--- src/rtl/core/akd_pkg.sv ---
package akd_pkg;

    // decoder phase, one-hot
    typedef enum logic [5:0] {
        PH_IDLE  = 6'b000001,
        PH_ESC   = 6'b000010,
        PH_CSI   = 6'b000100,
        PH_SS3   = 6'b001000,
        PH_DIGIT = 6'b010000,
        PH_FTAIL = 6'b100000
    } phase_t;

    localparam logic [1:0] KIND_CHAR  = 2'd0;
    localparam logic [1:0] KIND_NAMED = 2'd1;
    localparam logic [1:0] KIND_BAD   = 2'd2;

    localparam logic [3:0] NK_UP        = 4'd0;
    localparam logic [3:0] NK_DOWN      = 4'd1;
    localparam logic [3:0] NK_RIGHT     = 4'd2;
    localparam logic [3:0] NK_LEFT      = 4'd3;
    localparam logic [3:0] NK_HOME      = 4'd4;
    localparam logic [3:0] NK_END       = 4'd5;
    localparam logic [3:0] NK_INSERT    = 4'd6;
    localparam logic [3:0] NK_DELETE    = 4'd7;
    localparam logic [3:0] NK_PGUP      = 4'd8;
    localparam logic [3:0] NK_PGDN      = 4'd9;
    localparam logic [3:0] NK_BACKSPACE = 4'd10;
    localparam logic [3:0] NK_FUNCTION  = 4'd11;

    localparam logic       OP_BYTE = 1'b0;
    localparam logic       OP_TICK = 1'b1;

    localparam logic [0:0] CFG_KEYPAD  = 1'd0;
    localparam logic [0:0] CFG_TIMEOUT = 1'd1;

    localparam logic [15:0] TIMEOUT_RESET = 16'd100;

    localparam logic [7:0] CH_ESC   = 8'd27;
    localparam logic [7:0] CH_DEL   = 8'd127;
    localparam logic [7:0] CH_BS    = 8'd8;
    localparam logic [7:0] CH_CR    = 8'd13;
    localparam logic [7:0] CH_LF    = 8'd10;
    localparam logic [7:0] CH_LBRK  = 8'h5B;
    localparam logic [7:0] CH_O     = 8'h4F;
    localparam logic [7:0] CH_TILDE = 8'h7E;
    localparam logic [7:0] CH_A     = 8'h41;
    localparam logic [7:0] CH_B     = 8'h42;
    localparam logic [7:0] CH_C     = 8'h43;
    localparam logic [7:0] CH_D     = 8'h44;
    localparam logic [7:0] CH_F     = 8'h46;
    localparam logic [7:0] CH_H     = 8'h48;
    localparam logic [7:0] CH_P     = 8'h50;
    localparam logic [7:0] CH_S     = 8'h53;
    localparam logic [7:0] CH_0     = 8'h30;
    localparam logic [7:0] CH_1     = 8'h31;
    localparam logic [7:0] CH_4     = 8'h34;
    localparam logic [7:0] CH_6     = 8'h36;
    localparam logic [7:0] CH_9     = 8'h39;

    localparam logic [3:0] FKEY_HIGH_BASE = 4'd9;

    typedef struct packed {
        phase_t      phase;
        logic [2:0]  digit;
        logic [3:0]  fkey;
        logic [15:0] wait_cnt;
    } dec_state_t;

    typedef struct packed {
        logic       valid;
        logic [1:0] kind;
        logic [7:0] ch;
        logic [3:0] nk;
        logic [3:0] fk;
    } dec_result_t;

    // named key for esc [ d ~
    function automatic logic [3:0] tilde_key(input logic [2:0] d);
        logic [3:0] k;
        begin
            case (d)
                3'd2:    k = NK_INSERT;
                3'd3:    k = NK_DELETE;
                3'd4:    k = NK_END;
                3'd5:    k = NK_PGUP;
                3'd6:    k = NK_PGDN;
                default: k = NK_HOME;
            endcase
            return k;
        end
    endfunction

endpackage

--- src/rtl/core/akd_decode.sv ---
module akd_decode (
    input  akd_pkg::dec_state_t  state,
    input  logic                 keypad_enable,
    input  logic [15:0]          timeout_ticks,
    input  logic                 opcode,
    input  logic [7:0]           byte_value,
    output akd_pkg::dec_state_t  state_next,
    output akd_pkg::dec_result_t result
);

    logic [15:0] wait_inc;
    akd_pkg::dec_state_t idle_state;

    assign wait_inc = (state.wait_cnt == 16'hFFFF) ? state.wait_cnt : state.wait_cnt + 16'd1;

    always_comb
    begin
        idle_state.phase    = akd_pkg::PH_IDLE;
        idle_state.digit    = 3'd0;
        idle_state.fkey     = 4'd0;
        idle_state.wait_cnt = 16'd0;
    end

    always_comb
    begin
        state_next = state;
        result     = '0;
        if (opcode == akd_pkg::OP_TICK)
        begin
            if (state.phase != akd_pkg::PH_IDLE)
            begin
                if (wait_inc >= timeout_ticks)
                begin
                    state_next   = idle_state;
                    result.valid = 1'b1;
                    if (state.phase == akd_pkg::PH_ESC)
                    begin
                        result.kind = akd_pkg::KIND_CHAR;
                        result.ch   = akd_pkg::CH_ESC;
                    end
                    else if (state.phase == akd_pkg::PH_FTAIL)
                    begin
                        result.kind = akd_pkg::KIND_NAMED;
                        result.nk   = akd_pkg::NK_FUNCTION;
                        result.fk   = state.fkey;
                    end
                    else
                    begin
                        result.kind = akd_pkg::KIND_BAD;
                    end
                end
                else
                begin
                    state_next.wait_cnt = wait_inc;
                end
            end
        end
        else
        begin
            state_next.wait_cnt = 16'd0;
            unique case (state.phase)
                akd_pkg::PH_IDLE:
                begin
                    if (byte_value == akd_pkg::CH_ESC && keypad_enable)
                    begin
                        state_next.phase = akd_pkg::PH_ESC;
                    end
                    else
                    begin
                        result.valid = 1'b1;
                        if (byte_value == akd_pkg::CH_DEL || byte_value == akd_pkg::CH_BS)
                        begin
                            result.kind = akd_pkg::KIND_NAMED;
                            result.nk   = akd_pkg::NK_BACKSPACE;
                        end
                        else if (byte_value == akd_pkg::CH_CR)
                        begin
                            result.kind = akd_pkg::KIND_CHAR;
                            result.ch   = akd_pkg::CH_LF;
                        end
                        else
                        begin
                            result.kind = akd_pkg::KIND_CHAR;
                            result.ch   = byte_value;
                        end
                    end
                end
                akd_pkg::PH_ESC:
                begin
                    if (byte_value == akd_pkg::CH_LBRK)
                    begin
                        state_next.phase = akd_pkg::PH_CSI;
                    end
                    else if (byte_value == akd_pkg::CH_O)
                    begin
                        state_next.phase = akd_pkg::PH_SS3;
                    end
                    else
                    begin
                        state_next   = idle_state;
                        result.valid = 1'b1;
                        result.kind  = akd_pkg::KIND_BAD;
                    end
                end
                akd_pkg::PH_CSI:
                begin
                    state_next   = idle_state;
                    result.valid = 1'b1;
                    result.kind  = akd_pkg::KIND_NAMED;
                    unique case (byte_value)
                        akd_pkg::CH_A: result.nk = akd_pkg::NK_UP;
                        akd_pkg::CH_B: result.nk = akd_pkg::NK_DOWN;
                        akd_pkg::CH_C: result.nk = akd_pkg::NK_RIGHT;
                        akd_pkg::CH_D: result.nk = akd_pkg::NK_LEFT;
                        akd_pkg::CH_H: result.nk = akd_pkg::NK_HOME;
                        akd_pkg::CH_F: result.nk = akd_pkg::NK_END;
                        default:
                        begin
                            if (byte_value >= akd_pkg::CH_1 && byte_value <= akd_pkg::CH_6)
                            begin
                                // digit held in the low bits of its ascii code
                                state_next.phase = akd_pkg::PH_DIGIT;
                                state_next.digit = byte_value[2:0];
                                result           = '0;
                            end
                            else
                            begin
                                result.kind = akd_pkg::KIND_BAD;
                            end
                        end
                    endcase
                end
                akd_pkg::PH_SS3:
                begin
                    state_next   = idle_state;
                    result.valid = 1'b1;
                    if (byte_value >= akd_pkg::CH_P && byte_value <= akd_pkg::CH_S)
                    begin
                        result.kind = akd_pkg::KIND_NAMED;
                        result.nk   = akd_pkg::NK_FUNCTION;
                        result.fk   = {2'b00, byte_value[1:0]} + 4'd1;
                    end
                    else
                    begin
                        result.kind = akd_pkg::KIND_BAD;
                    end
                end
                akd_pkg::PH_DIGIT:
                begin
                    if (byte_value == akd_pkg::CH_TILDE)
                    begin
                        state_next   = idle_state;
                        result.valid = 1'b1;
                        result.kind  = akd_pkg::KIND_NAMED;
                        result.nk    = akd_pkg::tilde_key(state.digit);
                    end
                    else if (state.digit == 3'd1 && byte_value >= akd_pkg::CH_1
                             && byte_value <= akd_pkg::CH_9)
                    begin
                        state_next.phase = akd_pkg::PH_FTAIL;
                        state_next.fkey  = byte_value[3:0];
                    end
                    else if (state.digit == 3'd2 && byte_value >= akd_pkg::CH_0
                             && byte_value <= akd_pkg::CH_4)
                    begin
                        state_next.phase = akd_pkg::PH_FTAIL;
                        state_next.fkey  = byte_value[3:0] + akd_pkg::FKEY_HIGH_BASE;
                    end
                    else
                    begin
                        state_next   = idle_state;
                        result.valid = 1'b1;
                        result.kind  = akd_pkg::KIND_BAD;
                    end
                end
                akd_pkg::PH_FTAIL:
                begin
                    // end byte taken without a check
                    state_next   = idle_state;
                    result.valid = 1'b1;
                    result.kind  = akd_pkg::KIND_NAMED;
                    result.nk    = akd_pkg::NK_FUNCTION;
                    result.fk    = state.fkey;
                end
                default:
                begin
                    state_next   = idle_state;
                    result.valid = 1'b1;
                    result.kind  = akd_pkg::KIND_BAD;
                end
            endcase
        end
    end

endmodule

--- src/rtl/core/ansi_key_escape_decoder.sv ---
// channel  | direction | handshake               | payload
// ---------+-----------+-------------------------+----------------------------------------
// input    | in        | in_valid / in_ready     | opcode, byte_value
// result   | out       | out_valid / out_ready   | key_kind, char_code, named_key, fkey_number
// config   | in        | cfg_valid / cfg_ready   | cfg_index, cfg_data
//
// one input transaction per cycle while the result side keeps up
// result valid after its input transaction passes the input register, decode logic
// and result register; ticks short of the timeout and mid-sequence bytes only move the state
// a waiting result still lets one transaction into an empty input register,
// after which in_ready stays low until the result is taken
// asynchronous active-low reset: idle phase, keypad off, timeout 100; cfg_ready always high
module ansi_key_escape_decoder (
    input  logic        clk,
    input  logic        rst_n,
    input  logic        in_valid,
    output logic        in_ready,
    input  logic        opcode,
    input  logic [7:0]  byte_value,
    output logic        out_valid,
    input  logic        out_ready,
    output logic [1:0]  key_kind,
    output logic [7:0]  char_code,
    output logic [3:0]  named_key,
    output logic [3:0]  fkey_number,
    input  logic        cfg_valid,
    output logic        cfg_ready,
    input  logic [1:0]  cfg_index,
    input  logic [15:0] cfg_data
);

    // configuration registers
    logic        keypad_reg;
    logic [15:0] timeout_reg;

    // input register
    logic        in_vld_reg;
    logic        in_op_reg;
    logic [7:0]  in_byte_reg;

    // decoder state
    akd_pkg::dec_state_t  state_reg;
    akd_pkg::dec_state_t  state_next;
    akd_pkg::dec_result_t result;

    // result register
    logic        out_vld_reg;
    logic [1:0]  kind_reg;
    logic [7:0]  ch_reg;
    logic [3:0]  nk_reg;
    logic [3:0]  fk_reg;

    logic        advance;

    // the decode stage moves on when the result slot is free or being emptied
    assign advance   = !out_vld_reg || out_ready;
    assign in_ready  = !in_vld_reg || advance;
    assign cfg_ready = 1'b1;

    assign out_valid   = out_vld_reg;
    assign key_kind    = kind_reg;
    assign char_code   = ch_reg;
    assign named_key   = nk_reg;
    assign fkey_number = fk_reg;

    // register writes; an index beyond the list is ignored
    always_ff @(posedge clk or negedge rst_n)
    begin
        if (!rst_n)
        begin
            keypad_reg  <= 1'b0;
            timeout_reg <= akd_pkg::TIMEOUT_RESET;
        end
        else if (cfg_valid && cfg_ready)
        begin
            if (cfg_index == {1'b0, akd_pkg::CFG_KEYPAD})
            begin
                keypad_reg <= cfg_data[0];
            end
            else if (cfg_index == {1'b0, akd_pkg::CFG_TIMEOUT})
            begin
                timeout_reg <= cfg_data;
            end
        end
    end

    // input register
    always_ff @(posedge clk or negedge rst_n)
    begin
        if (!rst_n)
        begin
            in_vld_reg <= 1'b0;
        end
        else if (in_ready)
        begin
            in_vld_reg <= in_valid;
        end
    end

    always_ff @(posedge clk)
    begin
        if (in_valid && in_ready)
        begin
            in_op_reg   <= opcode;
            in_byte_reg <= byte_value;
        end
    end

    akd_decode u_decode (
        .state         (state_reg),
        .keypad_enable (keypad_reg),
        .timeout_ticks (timeout_reg),
        .opcode        (in_op_reg),
        .byte_value    (in_byte_reg),
        .state_next    (state_next),
        .result        (result)
    );

    // decoder state advances once per transaction leaving the input register
    always_ff @(posedge clk or negedge rst_n)
    begin
        if (!rst_n)
        begin
            state_reg.phase    <= akd_pkg::PH_IDLE;
            state_reg.digit    <= 3'd0;
            state_reg.fkey     <= 4'd0;
            state_reg.wait_cnt <= 16'd0;
        end
        else if (advance && in_vld_reg)
        begin
            state_reg <= state_next;
        end
    end

    // result register
    always_ff @(posedge clk or negedge rst_n)
    begin
        if (!rst_n)
        begin
            out_vld_reg <= 1'b0;
        end
        else if (advance)
        begin
            out_vld_reg <= in_vld_reg && result.valid;
        end
    end

    always_ff @(posedge clk)
    begin
        if (advance && in_vld_reg && result.valid)
        begin
            kind_reg <= result.kind;
            ch_reg   <= result.ch;
            nk_reg   <= result.nk;
            fk_reg   <= result.fk;
        end
    end

endmodule
--- config.mk ---
export PLATFORM = sky130hd
export DESIGN_NAME = ansi_key_escape_decoder
export DESIGN_NICKNAME = d
export VERILOG_FILES = /design/src/rtl/core/akd_pkg.sv /design/src/rtl/core/akd_decode.sv /design/src/rtl/core/ansi_key_escape_decoder.sv
export SDC_FILE = /design/constraint.sdc
export NUM_CORES = 1
export LEC_CHECK = 0
export ABC_AREA = 1
export BUFFER_PORTS_ARGS = -buffer_cell sky130_fd_sc_hd__buf_2
export CORE_ASPECT_RATIO = 0.7
export CORE_UTILIZATION = 53
export DETAILED_ROUTE_END_ITERATION = 10
export MAX_ROUTING_LAYER = met4
export PLACE_DENSITY_LB_ADDON = 0.25
export SLEW_MARGIN = 15
export SYNTH_ARGS = -nofsm -noshare
export SYNTH_HDL_FRONTEND = slang
export SYNTH_SLANG_ARGS = --single-unit
--- constraint.sdc ---
create_clock -name clk -period 2.75 [get_ports clk]
set_input_delay 0.55 -clock clk [delete_from_list [all_inputs] [get_ports clk]]
set_output_delay 0.55 -clock clk [all_outputs]
set_load 0.005 [all_outputs]
## Word-level counts from Yosys, hierarchy flattened

Index checks and enable logic that the tools add are counted.
Widths: inputs -> output; s select.

| storage, ports and cells | value |
|---|---|
| RAM bits | 0 |
| memories | 0 |
| bits in latches | 0 |
| register bits | 75 |
| memory bits (read-only) | 0 |

| cells by class | value |
|---|---|
| divide/modulo/power cells | 0 |
| reduce and logical (&&, ||, !) cells | 24 |
| multiplexer cells | 51 |
| shift operators | 0 |
| add/sub/neg operators | 3 |
| bitwise gates (word level) | 1 |
| magnitude comparators | 8 |
| eq/ne operators | 36 |
| multipliers | 0 |

Operators with widths:

| kind | count |
|---|---|
| $pmux 23 s4 | 1 |
| $mux 29 | 3 |
| $eq 8x7->1 const B | 10 |
| $mux 19 | 3 |
| $mux 8 | 6 |
| $mux 23 | 2 |
| $pmux 4 s5 | 2 |
| $mux 16 | 2 |
| $le 8x6->1 const B | 3 |
| $mux 6 | 4 |
| $pmux 6 s4 | 1 |
| $mux 3 | 7 |
| $mux 4 | 5 |
| $pmux 3 s6 | 1 |
| $add 16x1->16 const B | 1 |
| $eq 16x16->1 const B | 1 |
| $eq 8x4->1 const B | 2 |
| $ge 16x16->1 | 1 |
| $ge 8x6->1 const B | 2 |
| $pmux 8 s2 | 1 |
| $mux 15 | 1 |
| $pmux 3 s5 | 1 |
| $mux 13 | 1 |
| $logic_and 1x1->1 | 11 |
| 37 further kinds | 51 |

## Logic depth before layout (Yosys ltp)

| logic depth | value |
|---|---|
| depth in word-level cells | 9 |
| mapped depth | 21 |

## Modules after synthesis

Synthesis repeated with hierarchy kept, for this count alone.

| unflattened totals | value |
|---|---|
| cell total of the unflattened synthesis | 779 |
| area, all modules | 5565.3 µm² |

Modules (own cells, without submodules):

| module | cells each | times used | seq. area each (µm²) | area each (µm²) |
|---|---|---|---|---|
| akd_decode | 535 | 1 | 0.0 | 2790.2 |
| ansi_key_escape_decoder | 244 | 1 | 2016.9 | 2775.2 |

## Worst setup path before layout

OpenSTA, ideal clock, no wires.

| path | value |
|---|---|
| path kind | register -> register |
| start point | register state_reg[1] (netlist name) |
| end point | register ch_reg[0] (netlist: char_code[0]), enable pin |
| path buffers | 0 |
| cell stages (with the launch flop) | 18 |
| path slack | -0.262 ns |
| data arrival time | 2.639 ns |
| data required time | 2.377 ns |
| cell sequence | dfrtp_1 -> ha_1 -> nand2_1 -> nor2_2 -> nand3_1 -> nor2_1 -> nand2_1 -> nor3_1 -> nor2_1 -> ha_1 -> nand2_1 -> inv_1 -> nand3_1 -> nor2_1 -> nand3_1 -> nand4_2 -> nand3_1 -> inv_1 |

| between the ends | value |
|---|---|
| cells in the longest elaborated chain, start to end | 7 |

Ends and longest elaborated chain:

| element | RTL line | text |
|---|---|---|
| start, declared | ansi_key_escape_decoder.sv:42 | `akd_pkg::dec_state_t state_reg;` |
| start signal, assigned | ansi_key_escape_decoder.sv:131 | `state_reg <= state_next;` |
| $add 16x1->16 or $eq 16x16->1 (tied branches) | akd_decode.sv:14 | `assign wait_inc = (state.wait_cnt == 16'hFFFF) ? state.wait_cnt : state.wait_cnt + 16'd1;` |
| $mux 16 * | akd_decode.sv:14 |  |
| $ge 16x16->1 * | akd_decode.sv:32 | `if (wait_inc >= timeout_ticks)` |
| $mux 19 * | akd_decode.sv:32 |  |
| $mux 19 * | akd_decode.sv:30 | `if (state.phase != akd_pkg::PH_IDLE)` |
| $mux 19 * | akd_decode.sv:28 | `if (opcode == akd_pkg::OP_TICK)` |
| $logic_and 1x1->1 * | ansi_key_escape_decoder.sv:150 | `if (advance && in_vld_reg && result.valid)` |
| end signal, assigned | ansi_key_escape_decoder.sv:153 | `ch_reg <= result.ch;` |
| end, declared | ansi_key_escape_decoder.sv:49 | `logic [7:0] ch_reg;` |

Every way passes the cells marked *; elsewhere a longest branch is shown, timed or not.
A chain may end at the register's enable or synchronous reset.

## Final worst setup path

| path | value |
|---|---|
| start point | register state_reg[0] (netlist name) |
| end point | register ch_reg[7] (netlist: char_code[7]), enable pin |

Same word-level chain as after synthesis.

==> out/metrics.yaml <==
status: "finished, violations left"
violations: "negative setup slack"
grt_overflow_total: 0
period_share: 1.10
dieArea_mm2: 0.00928
cp.arrival_ns: 3.08
grt_pass1_wl_um: 20500
crit_type: "reg2reg"
yosys-top-cells-count: "183 x nand2_1, 77 x inv_1, 67 x nor2_1"
synth_nets: 670
vias: 4712
synthCells: 617
hold_viol_final: 0
insertion_delay_ns: 0.35
synth_seq_cells: 75
final_nets: 778
clkSinkCount: 75
power.density_mw_per_mm2: 612
yosysTopAreaCell: "dfrtp_1"
dpl.hpwl_um: 9630
worst_slack_ns: -0.266
fin_crit_ns: 3.02
setup_viol: 60
htree_levels: 3
drc: 0
die_h_um: 80.9
synthesis.area_mm2: 0.00472
avgSynthCellArea_um2: 7.64
max_clock_freq_mhz: 332
synth_area_leaders: "dfrtp_1 23%, edfxtp_1 17%, nand2_1 15%"
die_x_um: 115
syn2layout_area_growth_pct: 30.1
seq_area_frac_synth: 0.428
ant_nets: 0
async_reset_ff_frac: 0.640
port_buffers: 51
wl_per_cell_um: 15.8
ioPinCount: 53
timing.final.max_slew_violations: 0
crit_fanout: 5
p_leak_uw: 0.00308
wirelength_um: 13500
synth_edf_count: 27
holdWs_ns: 0.170
cts_hold_buf: 0
dr.pass1.iters: 6
grt_pass1_vias: 4151
cts_tree: "yes"
rsz0062_at_grt: "true"
post-synth-top-count-cell: "nand2_1"
timing.slew.headroom: 0.605
gp_congestion: 1.04
grt_max_degree: 33
diodes: 0
drt-initial-drc-count: 419
hold_path_class: "in2async"
synth_ff_type: "dfrtp_1"
start_util: 0.552
fillers: 666
worstMarginPinSlew_ns: 0.587
cp.required_ns: 2.81
cts_made_buffers: 9
largest_reg_flops: 29
start_kind: "flop"
final_core_util: 0.718
clock_tree.root_cell: "clkbuf_16"
synth.distinct_cells: 41
drive_gt1_frac: 0.284
ir_drop_v: 0.000426
drv_cap: 0
yosys_warnings: 0
synth_top_area_frac: 0.233
placementRows: 28
core_mm2: 0.00855
clk_pin_slew_worst_paths_ns: 0.06
grt_use_total: 0.305
timing.clock.skew_ns: 0.00834
antenna_found_initial: 0
clockBufferDepth: 2
endpoint_kind: "flop"
viasPerCell: 5.54
[area by class of cell]
| class | count | area [um2] | share of cell area |
|---|---|---|---|
| clock buffers | 13 | 272 | 0.0442 |
| repair buffers | 108 | 762 | 0.124 |
| well taps | 120 | 150 | 0.0245 |
| inverters | 82 | 317 | 0.0516 |
| multi-input cells | 448 | 2570 | 0.419 |
| repair inverters | 1 | 6.26 | 0.00102 |
| clock inverters | 3 | 43.8 | 0.00714 |
| flip-flops and latches | 75 | 2020 | 0.329 |
[metal layers]
| layer | wire length [um] | vias to the layer above | track usage |
|---|---|---|---|
| met1 | 6130 | 2188 | 0.453 |
| li1 | - | 2210 | - |
| met4 | 221 | 0 | 0.0805 |
| met3 | 1630 | 30 | 0.0791 |
| met5 | 0 | - | - |
| met2 | 5480 | 284 | 0.403 |
[cell usage in the layout, fill, tap and decap left out, types with 10 or more instances in the layout]
master	synthesis	routed
nand2_1	183	169
a21oi_1	30	27
nand4_1	21	21
buf_2	1	51
buf_4	2	48
nand3_1	44	35
nor2_2	10	12
nor2_4	4	12
dfrtp_1	44	44
o21ai_1	9	11
nand2_2	4	17
o21ai_0	16	10
ha_1	21	18
edfxtp_1	27	27
inv_1	77	74
nor2_1	67	57
clkbuf_16	0	12
[power by group]
part	internal, uW	switching [uW]
combinational	426	679
sequential	1330	80.5
clock	784	464
[stage by stage]
stage	setup TNS [ns]	instances	cell area (um2)	worst slack (ns)	total power, uW
finish	-11.42	850	6140	-0.266	3760
global placement	-1.14	819	5450	-0.0592	2300
CTS	-2.73	841	5900	-0.123	3640
floorplan	-0.0549	617	4780	-0.00305	2000
detailed placement	-5.24	819	5450	-0.211	2330
global route	-21.63	850	6140	-0.427	3920
[critical path, cell delays in order, from the launching register on]
cell,delay [ns]
dfrtp_1,0.38
ha_2,0.21
nand2_2,0.08
nor2_4,0.17
nand2_2,0.10
nor2_4,0.16
buf_6,0.14
xor2_2,0.19
inv_1,0.07
ha_1,0.18
inv_1,0.05
nand2_1,0.04
nand2_1,0.07
nand2_1,0.06
nand2_1,0.06
nand2_1,0.05
nand2_1,0.08
nand2_2,0.09
nand4_4,0.14
nand3_4,0.09
clkinvlp_4,0.16
clkbuf_16,0.17
[kinds of logic (layout without fill, tap and decap cells)]
group	Yosys count	after routing	synth area share
AO/OA/AOI/OAI	66	66	0.0836
XOR/XNOR	11	11	0.0204
adder cells (fa/ha/maj)	21	21	0.0557
buffers and inverters	94	207	0.0830
flip-flops	75	75	0.428
other	1	1	0.000795
AND/OR/NAND/NOR	349	349	0.329
[what timing repair did]
item,in CTS,in global routing
setup endpoints to repair,60,61
resized for setup,18,45
setup buffers,5,6
cloned,1,3
pin swaps,7,7
[path summary, 6_finish.rpt]
check	endpoint	depth (start not counted)	slack [ns]	from
worst min register to register	timeout_reg[2]$_DFFE_PN1P_	2	0.50	timeout_reg[2]$_DFFE_PN1P_
worst min-delay path	timeout_reg[8]$_DFFE_PN0P_	1	0.17	rst_n
worst max-delay path	char_code[7]$_SDFFCE_PP0P_	21	-0.27	state_reg[0]$_DFFE_PN0P_
worst max register to register	char_code[7]$_SDFFCE_PP0P_	21	-0.27	state_reg[0]$_DFFE_PN0P_
max in group asynchronous	state_reg[23]$_DFFE_PN1P_	2	1.83	rst_n
min in group clk	in_byte_reg[0]$_DFFE_PP_	1	0.38	byte_value[0]
Power figures use the tool's default switching activity.
